$ cat src/rtl/core/anb_pkg.sv
package anb_pkg;

  localparam int LENGTH_BITS = 24;
  localparam int OFFSET_BITS = 32;
  localparam int COUNT_BITS  = LENGTH_BITS + 1;

  localparam int INDEX_W      = 32;
  localparam int OFFSET_OUT_W = 32;
  localparam int LEN_OUT_W    = 24;
  localparam int PREFIX_W     = 3;

  localparam logic [COUNT_BITS-1:0] CNT_MAX = {COUNT_BITS{1'b1}};
  localparam logic [COUNT_BITS-1:0] LEN_MAX = {1'b0, {LENGTH_BITS{1'b1}}};

  localparam logic [PREFIX_W-1:0] PREFIX_NONE  = 3'd0;
  localparam logic [PREFIX_W-1:0] PREFIX_SHORT = 3'd3;
  localparam logic [PREFIX_W-1:0] PREFIX_LONG  = 3'd4;

  localparam logic [7:0] BYTE_ZERO = 8'h00;
  localparam logic [7:0] BYTE_ONE  = 8'h01;

  localparam logic STATUS_UNIT     = 1'b0;
  localparam logic STATUS_NO_START = 1'b1;

  typedef enum logic [2:0] {
    PH_HUNT = 3'b001,
    PH_UNIT = 3'b010,
    PH_HALT = 3'b100
  } phase_t;

  typedef struct packed {
    logic [7:0] data_byte;
    logic       end_of_stream;
  } item_t;

  typedef struct packed {
    logic                    status;
    logic [INDEX_W-1:0]      unit_index;
    logic [OFFSET_OUT_W-1:0] unit_offset;
    logic [PREFIX_W-1:0]     prefix_length;
    logic [LEN_OUT_W-1:0]    unit_length;
    logic                    length_saturated;
    logic                    forbidden_zero_bit;
    logic [1:0]              ref_idc;
    logic [4:0]              unit_type;
    logic                    final_unit;
  } record_t;

  typedef struct packed {
    logic valid;
    logic take;
  } stage_ctl_t;

endpackage

$ cat src/rtl/core/anb_in_stage.sv
module anb_in_stage (
  input  logic           clk,
  input  logic           rst,
  input  logic           in_valid,
  output logic           in_ready,
  input  logic [7:0]     data_byte,
  input  logic           end_of_stream,
  input  logic           take,
  output logic           item_valid,
  output anb_pkg::item_t item
);

  assign in_ready = !item_valid || take;

  always_ff @(posedge clk) begin
    if (rst) begin
      item_valid <= 1'b0;
    end else if (in_ready) begin
      item_valid <= in_valid;
    end
  end

  always_ff @(posedge clk) begin
    if (in_valid && in_ready) begin
      item.data_byte     <= data_byte;
      item.end_of_stream <= end_of_stream;
    end
  end

endmodule

$ cat src/rtl/core/anb_scan.sv
module anb_scan (
  input  logic               clk,
  input  logic               rst,
  input  anb_pkg::stage_ctl_t ctl,
  input  anb_pkg::item_t     item,
  output logic               emit,
  output anb_pkg::record_t   rec
);

  anb_pkg::phase_t                     phase, phase_next;
  logic [23:0]                         byte_history, byte_history_next;
  logic [1:0]                          hunt_count, hunt_count_next;
  logic [anb_pkg::PREFIX_W-1:0]        current_prefix, current_prefix_next;
  logic [anb_pkg::COUNT_BITS-1:0]      byte_count, byte_count_next;
  logic [7:0]                          header_byte, header_byte_next;
  logic [anb_pkg::INDEX_W-1:0]         units_seen, units_seen_next;
  logic [anb_pkg::OFFSET_BITS-1:0]     stream_position, stream_position_next;
  logic [anb_pkg::OFFSET_BITS-1:0]     current_start, current_start_next;

  logic [7:0]                          b;
  logic                                eos;
  logic [anb_pkg::COUNT_BITS-1:0]      bc_inc;
  logic [7:0]                          hdr_eff;
  logic                                m4;
  logic                                m3;
  logic [anb_pkg::PREFIX_W-1:0]        close_plen;
  logic [anb_pkg::COUNT_BITS-1:0]      len_close;
  logic [anb_pkg::COUNT_BITS-1:0]      len_raw;
  logic                                len_sat;
  logic [anb_pkg::LENGTH_BITS-1:0]     len_clip;
  logic [anb_pkg::PREFIX_W-1:0]        hunt_plen;
  logic                                hunt_bad;
  logic                                result;

  assign b   = item.data_byte;
  assign eos = item.end_of_stream;

  assign bc_inc  = (byte_count < anb_pkg::CNT_MAX) ? byte_count + 1'b1 : byte_count;
  assign hdr_eff = (byte_count == '0) ? b : header_byte;
  assign m4 = (byte_history == 24'd0) && (b == anb_pkg::BYTE_ONE);
  assign m3 = !m4 && (byte_history[15:0] == 16'd0) && (b == anb_pkg::BYTE_ONE);
  assign close_plen = m4 ? anb_pkg::PREFIX_LONG : anb_pkg::PREFIX_SHORT;
  assign len_close = (bc_inc >= anb_pkg::COUNT_BITS'(close_plen))
                     ? bc_inc - anb_pkg::COUNT_BITS'(close_plen) : '0;
  assign len_raw  = (m4 || m3) ? len_close : bc_inc;
  assign len_sat  = len_raw > anb_pkg::LEN_MAX;
  assign len_clip = len_sat ? anb_pkg::LEN_MAX[anb_pkg::LENGTH_BITS-1:0]
                            : len_raw[anb_pkg::LENGTH_BITS-1:0];

  always_comb begin
    hunt_plen = anb_pkg::PREFIX_NONE;
    hunt_bad  = 1'b0;
    hunt_count_next = hunt_count;
    case (hunt_count)
      2'd0, 2'd1: begin
        if (b == anb_pkg::BYTE_ZERO) begin
          hunt_count_next = hunt_count + 2'd1;
        end else begin
          hunt_bad = 1'b1;
        end
      end
      2'd2: begin
        if (b == anb_pkg::BYTE_ONE) begin
          hunt_plen = anb_pkg::PREFIX_SHORT;
        end else if (b == anb_pkg::BYTE_ZERO) begin
          hunt_count_next = 2'd3;
        end else begin
          hunt_bad = 1'b1;
        end
      end
      default: begin
        if (b == anb_pkg::BYTE_ONE) begin
          hunt_plen = anb_pkg::PREFIX_LONG;
        end else begin
          hunt_bad = 1'b1;
        end
      end
    endcase
  end

  always_comb begin
    phase_next           = phase;
    byte_history_next    = byte_history;
    current_prefix_next  = current_prefix;
    byte_count_next      = byte_count;
    header_byte_next     = header_byte;
    units_seen_next      = units_seen;
    stream_position_next = stream_position;
    current_start_next   = current_start;
    result               = 1'b0;
    rec                  = '0;
    unique case (phase)
      anb_pkg::PH_HUNT: begin
        stream_position_next = stream_position + 1'b1;
        byte_history_next    = {byte_history[15:0], b};
        if (hunt_plen != anb_pkg::PREFIX_NONE) begin
          current_prefix_next = hunt_plen;
          current_start_next  = stream_position
                                - anb_pkg::OFFSET_BITS'(hunt_plen - 3'd1);
          byte_count_next     = '0;
          header_byte_next    = '0;
          phase_next          = eos ? anb_pkg::PH_HALT : anb_pkg::PH_UNIT;
        end else if (hunt_bad || eos) begin
          result     = 1'b1;
          rec.status = anb_pkg::STATUS_NO_START;
          phase_next = anb_pkg::PH_HALT;
        end
      end
      anb_pkg::PH_UNIT: begin
        stream_position_next = stream_position + 1'b1;
        byte_history_next    = {byte_history[15:0], b};
        byte_count_next      = bc_inc;
        header_byte_next     = hdr_eff;
        rec.unit_index       = units_seen;
        rec.unit_offset      = anb_pkg::OFFSET_OUT_W'(current_start);
        rec.prefix_length    = current_prefix;
        rec.unit_length      = anb_pkg::LEN_OUT_W'(len_clip);
        rec.length_saturated = len_sat;
        if (len_clip != '0) begin
          rec.forbidden_zero_bit = hdr_eff[7];
          rec.ref_idc            = hdr_eff[6:5];
          rec.unit_type          = hdr_eff[4:0];
        end
        rec.final_unit = eos;
        if (m4 || m3) begin
          result              = 1'b1;
          units_seen_next     = units_seen + 1'b1;
          current_prefix_next = close_plen;
          current_start_next  = stream_position
                                - anb_pkg::OFFSET_BITS'(close_plen - 3'd1);
          byte_count_next     = '0;
          header_byte_next    = '0;
          phase_next          = eos ? anb_pkg::PH_HALT : anb_pkg::PH_UNIT;
        end else if (eos) begin
          result          = 1'b1;
          units_seen_next = units_seen + 1'b1;
          phase_next      = anb_pkg::PH_HALT;
        end
      end
      default: begin
        phase_next = anb_pkg::PH_HALT;
      end
    endcase
  end

  assign emit = ctl.valid && result;

  always_ff @(posedge clk) begin
    if (rst) begin
      phase           <= anb_pkg::PH_HUNT;
      byte_history    <= '0;
      hunt_count      <= '0;
      current_prefix  <= '0;
      byte_count      <= '0;
      header_byte     <= '0;
      units_seen      <= '0;
      stream_position <= '0;
      current_start   <= '0;
    end else if (ctl.take) begin
      phase           <= phase_next;
      byte_history    <= byte_history_next;
      hunt_count      <= hunt_count_next;
      current_prefix  <= current_prefix_next;
      byte_count      <= byte_count_next;
      header_byte     <= header_byte_next;
      units_seen      <= units_seen_next;
      stream_position <= stream_position_next;
      current_start   <= current_start_next;
    end
  end

`ifndef ASSERT_OFF
  a_halt_silent: assert property (@(posedge clk) disable iff (rst)
    (phase == anb_pkg::PH_HALT) |-> !emit)
    else $error("A record was produced after the parser halted.");

  a_index_step: assert property (@(posedge clk) disable iff (rst)
    (ctl.take && emit && !rec.status) |=> (units_seen == $past(units_seen) + 1'b1))
    else $error("The unit index did not advance after a unit record.");

  a_error_halts: assert property (@(posedge clk) disable iff (rst)
    (ctl.take && emit && rec.status) |=> (phase == anb_pkg::PH_HALT))
    else $error("The parser did not halt after an error record.");
`endif

endmodule

$ cat src/rtl/core/anb_out_stage.sv
module anb_out_stage (
  input  logic             clk,
  input  logic             rst,
  input  logic             load,
  input  anb_pkg::record_t rec_in,
  input  logic             out_ready,
  output logic             can_load,
  output logic             out_valid,
  output anb_pkg::record_t rec
);

  assign can_load = !out_valid || out_ready;

  always_ff @(posedge clk) begin
    if (rst) begin
      out_valid <= 1'b0;
    end else if (can_load) begin
      out_valid <= load;
    end
  end

  always_ff @(posedge clk) begin
    if (load && can_load) begin
      rec <= rec_in;
    end
  end

endmodule

$ cat src/rtl/core/annexb_nal_unit_delimiter_top.sv
// Splits an H.264 Annex B byte stream into units, one byte per clock cycle
// sustained; an accepted byte is held in the input register, and the scan logic
// then writes the record that the byte closes into the result register.
// The stream must open with a three or four byte start code; otherwise a single
// error record is given and the block ignores all further bytes until reset.
// Each unit record is given when the next start code completes or when the byte
// marked end of stream arrives; an empty unit after a start code on the final
// byte is not reported. The one-byte rate is set by the scan state update,
// which is combinational logic, and holds while the result side takes records.
module annexb_nal_unit_delimiter_top (
  input  logic        clk,
  input  logic        rst,
  input  logic        in_valid,
  output logic        in_ready,
  input  logic [7:0]  data_byte,
  input  logic        end_of_stream,
  output logic        out_valid,
  input  logic        out_ready,
  output logic        status,
  output logic [31:0] unit_index,
  output logic [31:0] unit_offset,
  output logic [2:0]  prefix_length,
  output logic [23:0] unit_length,
  output logic        length_saturated,
  output logic        forbidden_zero_bit,
  output logic [1:0]  ref_idc,
  output logic [4:0]  unit_type,
  output logic        final_unit
);

  anb_pkg::item_t      item;
  anb_pkg::stage_ctl_t ctl;
  anb_pkg::record_t    scan_rec;
  anb_pkg::record_t    rec;
  logic                item_valid;
  logic                can_load;
  logic                emit;

  assign ctl.valid = item_valid;
  assign ctl.take  = item_valid && can_load;

  anb_in_stage u_in_stage (
    .clk           (clk),
    .rst           (rst),
    .in_valid      (in_valid),
    .in_ready      (in_ready),
    .data_byte     (data_byte),
    .end_of_stream (end_of_stream),
    .take          (ctl.take),
    .item_valid    (item_valid),
    .item          (item)
  );

  anb_scan u_scan (
    .clk  (clk),
    .rst  (rst),
    .ctl  (ctl),
    .item (item),
    .emit (emit),
    .rec  (scan_rec)
  );

  anb_out_stage u_out_stage (
    .clk       (clk),
    .rst       (rst),
    .load      (emit),
    .rec_in    (scan_rec),
    .out_ready (out_ready),
    .can_load  (can_load),
    .out_valid (out_valid),
    .rec       (rec)
  );

  assign status             = rec.status;
  assign unit_index         = rec.unit_index;
  assign unit_offset        = rec.unit_offset;
  assign prefix_length      = rec.prefix_length;
  assign unit_length        = rec.unit_length;
  assign length_saturated   = rec.length_saturated;
  assign forbidden_zero_bit = rec.forbidden_zero_bit;
  assign ref_idc            = rec.ref_idc;
  assign unit_type          = rec.unit_type;
  assign final_unit         = rec.final_unit;

endmodule
$ cat config.mk
export PLATFORM = sky130hd
export DESIGN_NAME = annexb_nal_unit_delimiter_top
export DESIGN_NICKNAME = d
export VERILOG_FILES = /design/src/rtl/core/anb_pkg.sv /design/src/rtl/core/anb_in_stage.sv /design/src/rtl/core/anb_scan.sv /design/src/rtl/core/anb_out_stage.sv /design/src/rtl/core/annexb_nal_unit_delimiter_top.sv
export SDC_FILE = /design/constraint.sdc
export NUM_CORES = 1
export LEC_CHECK = 0
export ABC_AREA = 1
export BUFFER_PORTS_ARGS = -buffer_cell sky130_fd_sc_hd__buf_2
export CAP_MARGIN = 10
export CORE_MARGIN = 2
export CORE_UTILIZATION = 40
export CTS_CLUSTER_DIAMETER = 80
export DETAILED_ROUTE_END_ITERATION = 10
export SLEW_MARGIN = 20
export SYNTH_ARGS = -nofsm -noshare
export SYNTH_HDL_FRONTEND = slang
export SYNTH_SLANG_ARGS = --single-unit
$ cat constraint.sdc
create_clock -name clk -period 10.2 [get_ports clk]
set_input_delay 2.04 -clock clk [delete_from_list [all_inputs] [get_ports clk]]
set_output_delay 2.04 -clock clk [all_outputs]
set_load 0.05 [all_outputs]
* Word-level counts from Yosys, hierarchy flattened
Cells that the tools add are included.
** Operators by class
- Add/sub/neg operators :: 9
- Reduce and logical (&&, ||, !) cells :: 33
- Equal/unequal tests :: 12
- Muxes and demuxes :: 42
- Magnitude comparators :: 3
** Operator list (count)
- $mux 32 :: 4
- $mux 25 :: 5
- $add 32x1->32 const B :: 2
- $pmux 32 s2 :: 1
- $sub 32x32->32 :: 2
- $pmux 25 s2 :: 1
- $mux 3 :: 9
- $add 25x1->25 const B :: 1
- $ge 25x3->1 :: 1
- $gt 25x24->1 const B :: 1
- $logic_not 25->1 :: 1
- $lt 25x25->1 const B :: 1
- $sub 25x3->25 :: 1
- $logic_not 24->1 :: 1
- $mux 24 :: 1
- $mux 8 :: 3
- $reduce_bool 24->1 :: 1
- $pmux 3 s2 :: 3
- $logic_not 16->1 :: 1
- $pmux 8 s2 :: 1
- $reduce_and 3->1 :: 3
- $eq 8x1->1 const B :: 1
- $logic_not 8->1 :: 1
- $mux 2 :: 4
- other kinds (23) :: 49
** Word-level totals
- Logic and storage cells :: 122
- Output and inout port bits :: 104
- Bits of input ports :: 13
- Register bits :: 274

* Depth between registers and ports, before layout
Gate-level depths: netlist of run 1.
- Word-level depth :: 11
- Depth in mapped cells :: 31
- Gate-level depth less buffers :: 29

* Modules after synthesis
From an unflattened synthesis of run 1, not the netlist that was laid out.
** Unflattened totals
- Cell total of the unflattened synthesis :: 2000
- Area total of the unflattened synthesis :: 15095.7 µm²
** Modules (own cells, without submodules)
- anb_scan :: instances 1, area an instance 11659.9 µm², seq. area each 3203.1 µm², cells each 1875
- anb_out_stage :: instances 1, area an instance 3110.5 µm², seq. area each 3083.0 µm², cells each 108
- anb_in_stage :: instances 1, area an instance 317.8 µm², seq. area each 290.3 µm², cells each 15
- annexb_nal_unit_delimiter_top :: instances 1, area an instance 7.5 µm², seq. area each 0.0 µm², cells each 2

* Least setup slack after synthesis of run 1
No wires, ideal clock.
- Kind :: input to register
- Start :: input out_ready
- End :: register, netlist name u_out_stage.rec[0]
- Library setup time :: 0.594 ns
- Arrival :: 6.991 ns
- Stages on the path :: 2
- Slack :: 2.615 ns
- Path through :: inv_1 a21oi_1
** On the way
- Word-level cells in the longest chain between the ends :: 2
** Ends and longest elaborated chain
- start, declared :: line annexb_nal_unit_delimiter_top.sv:18 : input logic out_ready,
- $logic_or 1x1->1 :: line anb_out_stage.sv:12 : assign can_load = !out_valid || out_ready;
- $logic_and 1x1->1 :: line anb_out_stage.sv:23 : if (load && can_load) begin
Every way passes these cells.
A chain may end at the register's enable or synchronous reset.

* Worst setup path after layout of run 1
- Start :: register, netlist name u_in_stage.item[5]
- End :: register u_scan.current_start[20] (netlist bit)
** On the way
- Word-level cells in the longest chain between the ends :: 8
** Ends and longest elaborated chain
- $eq 8x1->1 *
- branches (longest 7 deep; another with $sub 32x32->32)
- end signal, assigned :: line anb_scan.sv:168 : current_start <= current_start_next;
- end, declared :: line anb_scan.sv:18 : logic [anb_pkg::OFFSET_BITS-1:0] current_start, current_start_next;
Every way passes the cells marked *. The select of a mux whose other input is x is not followed.

==> metrics, run 1 <==
die area=approximately 38000 µm²; pwr dens=between 100 and 150 nW/µm²; antenna fix cells=0; Num CTS Buffers=29; RSZ-0062 raised after global routing=false; Pwr Total=between 2 and 2.5 mW; CORE AREA=between 30000 and 40000 µm²; Min-Delay Startpoint=u_scan.current_start[2]$_SDFFE_PP0P_; vias in the first global route=roughly 12000; Final Wtd Congestion=0.901; Post-CTS Setup Inserts=0; Cells after Synth=between 1500 and 2000; fin util=roughly 46%; via/cell ratio=between 5 and 6; Syn. warnings=0; largest delay contributor family on the critical path=simple AND/OR/NAND/NOR gates; Buffers & Inverters on Critical Path=4; share of cells above drive strength 1=between 10% and 20%; clk root buf=clkbuf_16; worst path arrival time=6.31 ns; Vias=around 13000; status=complete, no violations; crit path time final=just under 6 ns; Antenna Nets Post-Route=0; post_cts resized=0; worst skew pair latency=0.57 ns; WL/cell=around 15 µm; part of the Yosys area used for sequential elements=between 40% and 50%; cell area after synthesis=roughly 15000 µm²; worst-path fanout max=28; FMAX=172 MHz; Setup TNS=0 ns; HPWL after DPL=between 20000 and 30000 µm; number of synthesized flops with an enable pin=between 100 and 150; Max Clock Skew=~0.0095 ns; Setup violations, final=0; clk sinks=272; Tcrit/Tclk final=between 50 and 60%; max-slew violations=0; Tightest Pin Transition=1.06 ns; grt total ovfl=0; #FFs+latches synth=roughly 270; Lkg Pwr=about 7 nW; initial antenna violation count=0; commonest non-fill, non-tap cell in the layout=nand2_1; number of primary I/O pins=117; count of final hold-check violations=0; maximum capacitance violations=0; RR Startpoint=u_in_stage.item[5]$_DFFE_PP_; Setup CP Type=reg -> reg; Global Route Usage Sum=20.1%; Site Rows=70; DRC=0; largest net degree at the start of global routing=98; drt total wl=roughly 39000 µm; CP most frequent cell=nand2_1; Unique masters post-synth=56; worst min path class=reg -> reg; clk slew on worst S/H paths=~0.06 ns; synth-to-layout area growth=13.2%; fin area=16700 µm²; Final #Nets=about 2100; Slew HR=29.6%; slowest stage delay, CP=roughly 0.55 ns; ys flop type=dfxtp_1; CP startpoint kind=flip-flop; Max VDD drop=0.124 mV; CP startpoint=u_in_stage.item[5]$_DFFE_PP_; syn nets=about 2000; Avg Synthesized Cell Area=around 7.6 µm²; Die X=a little under 200 µm; port buffer count=116; global-route wire length before repair=roughly 63000 µm; die height=196 µm; initial DRC count=828; Slowest-stage cell, CP=ha_1; CTS tree=done; asr flop ratio synth=0%; 1st-pass router iterations=5; CTS max path bufs=3; CP required=about 11 ns; DP Area=15800 µm²; Initial Util=about 40%; commonest non-fill, non-tap cells in the layout=nand2_1, nor2_1, inv_1; Worst Setup End Kind=flip-flop; H-tree levels=1; Hold Buf Count CTS=0
[worst register-to-register path, stage by stage (launching register included)]
cell and delay (ns):
edfxtp_1 0.44, nor4_4 0.36, nand2_1 0.16, inv_1 0.14, nand3_1 0.43, nor2_1 0.38, inv_1 0.19, o21ai_0 0.34
ha_1 0.26, inv_1 0.41, ha_1 0.55, nand3_1 0.10, nand2_1 0.12, a21oi_1 0.08, o21bai_1 0.31, nand2_1 0.09
nand2_1 0.07, nand2_1 0.04, nand2_1 0.12, a21oi_1 0.11, o21ai_0 0.38, nand3_1 0.12, nand2_1 0.12, nand2_1 0.09
a21o_1 0.17, nand3_1 0.06, nand2_1 0.05, inv_1 0.04
[state kept, by name, indices dropped and copies added, names as in the netlist]
register,cells
u_scan.stream_position,32
u_scan.byte_history,24
u_scan.current_prefix,2
u_scan.units_seen,32
u_scan.hunt_count,2
u_scan.byte_count,25
u_scan.phase,3
u_out_stage.out_valid,1
u_out_stage.rec,101
u_in_stage.item,9
u_scan.current_start,32
u_scan.header_byte,8
u_in_stage.item_valid,1
[logic make-up (layout without fill, tap and decap cells)]
logic type / Yosys count / in the layout / synth area share (%)
buffers and inverters: 309 / 430 / 8.07
AO/OA/AOI/OAI: 340 / 340 / 12.5
AND/OR/NAND/NOR: 935 / 935 / 28.2
adder cells (fa/ha/maj): 44 / 44 / 3.78
flip-flops: 272 / 272 / 44.4
XOR/XNOR: 52 / 52 / 3.09
[through the flow]
stage	hold WS, ns	setup WS (ns)	instances
after global routing	0.488	3.71	2541
final	0.457	4.40	2541
after global placement	0.442	4.72	2487
after CTS	0.462	4.45	2541
after floorplan	0.430	2.61	1952
after detailed placement	0.452	4.48	2487
[power breakdown]
group          switching (mW)  total [mW]  internal (mW)  leakage [nW]
clock network           0.442        1.05          0.604         0.468
logic                   0.143       0.181         0.0382          4.07
registers              0.0165        1.18           1.17          2.35
total                   0.602        2.41           1.81          6.89
[cell usage after synthesis (4+ instances only)]
library cell	instances	share of area (%)
xnor2_1	21	1.2
nand3_1	80	2.7
ha_1	43	3.6
o21ai_0	115	3.9
nor2_1	296	7.5
a211oi_1	8	0.41
a21oi_1	165	5.6
o21bai_1	4	0.20
nand3_2	5	0.34
nor3_1	48	1.6
nor2_2	21	0.89
a21o_1	4	0.20
inv_2	9	0.23
nor3b_1	4	0.20
nand2_2	21	0.89
clkinv_1	4	0.10
nand2_1	377	9.6
dfxtp_1	162	22
xor2_1	31	1.8
a31oi_1	6	0.25
edfxtp_1	110	22
inv_1	239	6.1
o211ai_1	4	0.20
nor4_1	17	0.72
nand4_1	41	1.7
o21a_1	9	0.46
clkbuf_1	48	1.2
a22oi_1	8	0.41
[worst paths after layout]
check / cells after the start / slack (ns) / endpoint
max: 27 / 4.40 / u_scan.current_start[20]$_SDFFE_PP0P_
min: 2 / 0.46 / u_scan.current_start[2]$_SDFFE_PP0P_
max reg2reg: 27 / 4.40 / u_scan.current_start[20]$_SDFFE_PP0P_
min reg2reg: 2 / 0.46 / u_scan.current_start[2]$_SDFFE_PP0P_
[cell type report]
cell class,count,area (µm²)
multi-input cells,1371,7040
well taps,468,586
clock inverters,15,138
fillers,3639,19700
inverters,252,946
flip-flops and latches,272,6550
clock buffers,39,805
repair buffers,124,641
[layer usage]
layer / GRT usage (%) / routed length (µm)
met1: 27.5 / 18600
met2: 33.3 / 17600
met3: 2.56 / 1630
met4: 6.17 / 955
met5: 0 / 0
Power figures use the tool's default switching activity.
==> run 2: changes to the inputs <==
Clock period 10.2 ns to 5.6 ns, I/O delays scaled along.
==> run 2 against run 1 <==
Die area did not move. Setup slack got worse by 3.7 ns. Hold slack barely moved. Sequential cell count did not move. Wire length rose by 1.1%. Critical path type unchanged. Largest cell class unchanged. Highest routed layer unchanged.
==> metrics, run 2 (synthesis gave the netlist of run 1 again) <==
status=complete, no violations; maximum capacitance violations=0 (unchanged); clk slew on worst S/H paths=0.06 ns (about the same); CP required=6.06 ns (-4.65 ns); share of cells above drive strength 1=12.6% (+0.59 points); Slew HR=33.4% (+3.8 points); Antenna Nets Post-Route=0 (unchanged); port buffer count=116 (unchanged); Biggest register=u_out_stage.rec; grt total ovfl=0 (unchanged); ordered cell list for the critical path=nor4_4 > nand2_1 > inv_1 > nand3_1 > nor2_1 > inv_1 > o21ai_1 > ha_1 > inv_1 > buf_4 > ha_1 > nand2_1 > o21ai_0 > a21o_1 > nand2_1 > nand2_1 > a21boi_0 > o21ai_0 > a21oi_1 > o21ai_0 > nor2_1 > o21ai_0 > inv_1; Fill cells=3676 (+1.0%); worst min path class=reg -> reg; HPWL after DPL=29500 µm (+4.2%); via/cell ratio=5.11 (+0.31%); Initial Util=40.5% (unchanged); Max VDD drop=0.218 mV (+76%); Tightest Pin Transition=0.999 ns (-0.0576 ns); Placed Cells incl. Taps=2491 (+0.16%); slowest stage delay, CP=0.45 ns (-0.10 ns); WHS=0.457 ns (+0.000227 ns); FMAX=204 MHz (+18%); CTS max path bufs=3 (unchanged); fin area=16900 µm² (+1.4%); post_cts resized=0 (unchanged); Site Rows=70 (unchanged); Setup CP Type=reg -> reg; H-tree levels=1 (unchanged); Hold Buf Count CTS=0 (unchanged); Hold Path Cell Cnt=2 (unchanged); worst-path fanout max=26 (-7.1%); Tcrit/Tclk final=87.7% (+31 points); pwr dens=276 nW/µm² (+91%); Min-Delay Startpoint=u_scan.current_start[2]$_SDFFE_PP0P_; initial antenna violation count=0 (unchanged); die height=196 µm (unchanged); vias in the first global route=12501 (+0.50%); RR Startpoint=u_in_stage.item[5]$_DFFE_PP_; drt total wl=39200 µm (+1.1%); reg2reg end=u_scan.current_start[27]$_SDFFE_PP0P_; number of primary I/O pins=117 (unchanged); Hold EP=u_scan.current_start[2]$_SDFFE_PP0P_; worst skew pair latency=0.57 ns (about the same); DP Area=15800 µm² (+0.27%); Setup violations, final=0 (unchanged); Post-CTS Setup Inserts=0 (unchanged); Final #Nets=2112 (+0.24%); die area=38400 µm² (unchanged); Slowest-stage cell, CP=edfxtp_1; 1st-pass router iterations=5 (unchanged); DRC=0 (unchanged); Max Clock Skew=0.0127 ns (+0.00320 ns); CORE AREA=36400 µm² (unchanged); Worst Setup End Kind=flip-flop; CP startpoint kind=flip-flop; largest net degree at the start of global routing=92 (-6.1%); max reg flops=101 (unchanged); synth-to-layout area growth=14.8%; Lkg Pwr=6.99 nW (+1.5%); clk root buf=clkbuf_16; WL/cell=15.4 µm (+0.88%); Setup TNS=0 ns (unchanged); RSZ-0062 raised after global routing=false; Pwr Total=4.67 mW (+94%); crit path time final=4.91 ns (-0.890 ns); initial DRC count=876 (+5.8%); count of final hold-check violations=0 (unchanged); Final Wtd Congestion=0.907 (+0.69%); Num CTS Buffers=30 (+3.4%); reg2reg setup slack=0.69 ns (-3.71 ns); clk sinks=272 (unchanged); commonest non-fill, non-tap cells in the layout=nand2_1, nor2_1, inv_1; CTS tree=done; Die X=196 µm (unchanged); commonest non-fill, non-tap cell in the layout=nand2_1; max-slew violations=0 (unchanged); worst path arrival time=5.37 ns (-0.94 ns); global-route wire length before repair=63600 µm (+0.96%); Vias=13018 (+0.55%); antenna fix cells=0 (unchanged); Global Route Usage Sum=20.3% (+0.16 points); depth of the most critical reg-to-reg path=23 (-15%); non-filler cells, final=2547 (+0.24%)
run 2: changes by cell type in the layout (fill, tap and decap cells not counted), sizes merged:
| cell | change |
|---|---|
| clkinv | -7 |
| bufinv | +2 |
| buf | +4 |
| clkinvlp | +3 |
| clkbuf | +3 |
| inv | +1 |
run 2: area by class of cell:
cell class                      instances  area (µm²)  area share [%]
Inverter                              252         946            5.59
Tap cell                              468         586            3.46
Clock buffer                           42         935            5.52
Clock inverter                         14         193            1.14
Sequential cell                       272        6550            38.7
Timing Repair Buffer                  128         683            4.04
Multi-Input combinational cell       1371        7040            41.6
run 2: metrics by stage:
stage	utilization, %	setup WS (ns)
2_1_floorplan	-	1.05
3_3_place_gp	43.4	0.739
3_5_place_dp	43.4	0.546
4_1_cts	46.5	0.515
5_1_grt	46.5	0.128
6_report	46.5	0.691
run 2: metal layers:
layer | track usage [%] | share of wire, % | vias up
met3 | 2.54 | 4.9 | 59
met2 | 34.0 | 45 | 289
li1 | - | - | 6634
met4 | 5.44 | 2.3 | 0
met5 | 0 | 0 | -
met1 | 27.7 | 48 | 6036
run 2: worst max path at each step:
stage                                       from                                    end  slack (ns)  depth (start not counted)
detailed placement  u_in_stage.item[5]$_DFFE_PP_  u_scan.current_start[27]$_SDFFE_PP0P_        0.55                         23
CTS                 u_in_stage.item[5]$_DFFE_PP_  u_scan.current_start[27]$_SDFFE_PP0P_        0.51                         23
global placement    u_in_stage.item[5]$_DFFE_PP_  u_scan.current_start[27]$_SDFFE_PP0P_        0.74                         24
global route        u_in_stage.item[5]$_DFFE_PP_  u_scan.current_start[27]$_SDFFE_PP0P_        0.13                         23
finish              u_in_stage.item[5]$_DFFE_PP_  u_scan.current_start[27]$_SDFFE_PP0P_        0.69                         23
floorplan           u_in_stage.item[5]$_DFFE_PP_  u_scan.current_start[27]$_SDFFE_PP0P_        1.05                         23
run 2: worst max-delay path, delay by kind of cell, from the launching register on:
family,cells,cell delay [ns]
compound gates,8,1.68
fa+ha+maj,2,0.66
flops,1,0.45
buf+inv,5,0.70
simple gates,8,1.30
run 2: power by group:
group	switching, mW	leakage (nW)	internal (mW)
sequential	0.0294	2.35	2.13
combinational	0.261	4.09	0.0718
clock	0.829	0.549	1.35
total	1.12	6.99	3.55
==> run 3: changes to the inputs <==
Settings changed: ABC_AREA 1 to not set, CORE_UTILIZATION 40 to 50, PLACE_DENSITY set to 0.69.
==> run 3 against run 2 <==
Synthesized area fell by 6.8%. Synthesized cell count fell by 24%. Cell area fell by 7.6%. Global-route usage rose by 2.4 points. Wire length fell by 16%. Die area fell by 25%. First-iteration DRC count fell by 11%. Setup slack got worse by 0.37 ns. Clock power fell by 14%. Combinational power fell by 48%. Final cell count fell by 24%. Fmax fell by 7.0%.
==> metrics, run 3 <==
die height=170 µm (-13%); Setup CP Type=reg -> reg; Max VDD drop=0.207 mV (-4.7%); CTS tree=done; reg2reg setup slack=0.32 ns (-0.37 ns); Global Route Usage Sum=22.7% (+2.4 points); vias in the first global route=10422 (-17%); initial DRC count=780 (-11%); clk slew on worst S/H paths=0.07 ns (about the same); Max Clock Skew=0.0198 ns (+0.00714 ns); 1st-pass router iterations=5 (unchanged); Synth area leaders=edfxtp_1, dfxtp_1, a21oi_1, nand2_1, nor2_1; Avg Synthesized Cell Area=9.30 µm² (+23%); CP required=5.88 ns (-0.18 ns); Min-Delay Startpoint=u_scan.current_start[5]$_SDFFE_PP0P_; commonest non-fill, non-tap cells in the layout=nand2_1, dfxtp_1, nor2_1; Fill cells=2408 (-34%); worst min path class=reg -> reg; Vias=10943 (-16%); commonest non-fill, non-tap cell in the layout=nand2_1; Yosys top cell area share=24.0% (+1.6 points); syn nets=1534 (-24%); synth-to-layout area growth=13.8%; post_cts resized=0 (unchanged); count of final hold-check violations=0 (unchanged); asr flop ratio synth=0% (unchanged); number of primary I/O pins=117 (unchanged); DRC=0 (unchanged); Site Rows=60 (-14%); Tightest Pin Transition=1.03 ns (+0.0294 ns); pwr dens=265 nW/µm² (-4.1%); fin area=15600 µm² (-7.6%); status=complete, no violations; Antenna Nets Post-Route=0 (unchanged); maximum capacitance violations=0 (unchanged); Num CTS Buffers=29 (-3.3%); HPWL after DPL=23500 µm (-20%); crit path time final=5.28 ns (+0.367 ns); antenna fix cells=0 (unchanged); cell area after synthesis=13700 µm² (-6.8%); Die X=170 µm (-13%); Post-CTS Setup Inserts=0 (unchanged); FMAX=190 MHz (-7.0%); DP Area=14700 µm² (-6.9%); max-slew violations=0 (unchanged); Initial Util=51.0% (+11 points); Unique masters post-synth=74 (+32%); Setup TNS=0 ns (unchanged); top-count cell post-synth=nand2_1; worst-path fanout max=12 (-54%); port buffer count=116 (unchanged); Tcrit/Tclk final=94.2% (+6.6 points); reg2reg end=u_out_stage.rec[7]$_SDFFCE_PN0P_; via/cell ratio=5.63 (+10%); share of cells above drive strength 1=14.5% (+1.9 points); RSZ-0062 raised after global routing=false; CP startpoint=u_scan.byte_count[17]$_SDFFE_PP0P_; synth cell count leaders=nand2_1, dfxtp_1, nor2_1, a21oi_1, edfxtp_1; H-tree levels=1 (unchanged); worst skew pair latency=0.56 ns (about the same); Biggest register=u_out_stage.rec; Setup violations, final=0 (unchanged); Final #Nets=1635 (-23%); Syn. warnings=0 (unchanged); number of synthesized flops with an enable pin=110 (unchanged); WHS=0.447 ns (-0.0103 ns); max reg flops=101 (unchanged); drt total wl=32700 µm (-16%); CORE AREA=27000 µm² (-26%); global-route wire length before repair=53600 µm (-16%); Slew HR=31.3% (-2.1 points); Cells after Synth=1477 (-24%); ys flop type=dfxtp_1; Hold EP=u_scan.current_start[5]$_SDFFE_PP0P_; Hold Path Cell Cnt=2 (unchanged); largest net degree at the start of global routing=69 (-25%); Pwr Total=4.14 mW (-11%); clk root buf=clkbuf_16; initial antenna violation count=0 (unchanged); RR Startpoint=u_scan.byte_count[17]$_SDFFE_PP0P_; grt total ovfl=0 (unchanged); worst path arrival time=5.55 ns (+0.18 ns); Final Wtd Congestion=0.930 (+2.5%); die area=28800 µm² (-25%); Hold Buf Count CTS=0 (unchanged); #FFs+latches synth=272 (unchanged); part of the Yosys area used for sequential elements=47.6% (+3.3 points); WL/cell=16.9 µm (+9.5%); area leader, netlist=edfxtp_1; Lkg Pwr=6.12 nW (-12%); depth of the most critical reg-to-reg path=16 (-30%); clk sinks=272 (unchanged); CP startpoint kind=flip-flop; CTS max path bufs=3 (unchanged); Worst Setup End Kind=flip-flop
[run 3: stage by stage]
step / worst slack [ns] / instances / util, %
after floorplan: 0.395 / 1477 / -
after global placement: 0.317 / 1888 / 54.6
after detailed placement: 0.390 / 1888 / 54.6
after CTS: 0.336 / 1942 / 58.0
after global routing: 0.00101 / 1942 / 58.0
final: 0.325 / 1942 / 58.0
[run 3: final cells by class]
class / instances / area, µm² / share of cell area [%]
Clock buffer: 38 / 790 / 5.05
Clock inverter: 16 / 143 / 0.912
Inverter: 25 / 93.8 / 0.600
Multi-Input combinational cell: 1108 / 6820 / 43.6
Sequential cell: 272 / 6550 / 41.9
Tap cell: 341 / 427 / 2.73
Timing Repair Buffer: 142 / 816 / 5.22
[run 3: worst max-delay path, stage by stage (launching register included)]
cell       delay [ns]
dfxtp_1          0.55
nand4_2          0.29
nor4_4           0.35
nand2_1          0.25
nand2_1          0.15
xnor2_1          0.26
ha_1             0.38
a21oi_1          0.22
or3b_1           0.49
or3_1            0.35
a21o_1           0.18
a2111oi_0        0.46
and4_1           0.28
nand4_1          0.19
a2111oi_4        0.27
buf_4            0.23
nor3_1           0.07
[run 3: power by group]
part | internal [mW] | leakage (nW) | switching [mW]
sequential | 2.08 | 2.45 | 0.0148
combinational | 0.0391 | 3.21 | 0.135
clock | 1.08 | 0.462 | 0.782
total | 3.21 | 6.12 | 0.931
[run 3: logic make-up after synthesis]
kind of cell | Yosys count | share of synthesized area [%]
xor+xnor | 117 | 7.65
compound gates | 277 | 12.4
mux | 16 | 1.21
buf+inv | 97 | 2.90
simple gates | 654 | 24.2
flops | 272 | 47.6
fa+ha+maj | 44 | 4.06
[run 3: routing by layer]
layer,global-route usage (%),part of all wire (%),vias to the layer above,wire length [µm]
li1,-,-,5454,-
met1,31.5,47,5175,15300
met2,37.2,46,267,15100
met3,3.47,5.4,47,1760
met4,6.02,2.0,0,648
met5,0,0,-,0
[run 3: worst max path at each step]
stage                                            end  slack (ns)
4_1_cts             u_out_stage.rec[4]$_SDFFCE_PN0P_        0.34
3_5_place_dp        u_out_stage.rec[4]$_SDFFCE_PN0P_        0.39
6_report            u_out_stage.rec[7]$_SDFFCE_PN0P_        0.32
2_1_floorplan  u_scan.current_start[28]$_SDFFE_PP0P_        0.40
5_1_grt        u_scan.current_start[31]$_SDFFE_PP0P_       0.001
3_3_place_gp        u_out_stage.rec[7]$_SDFFCE_PN0P_        0.32
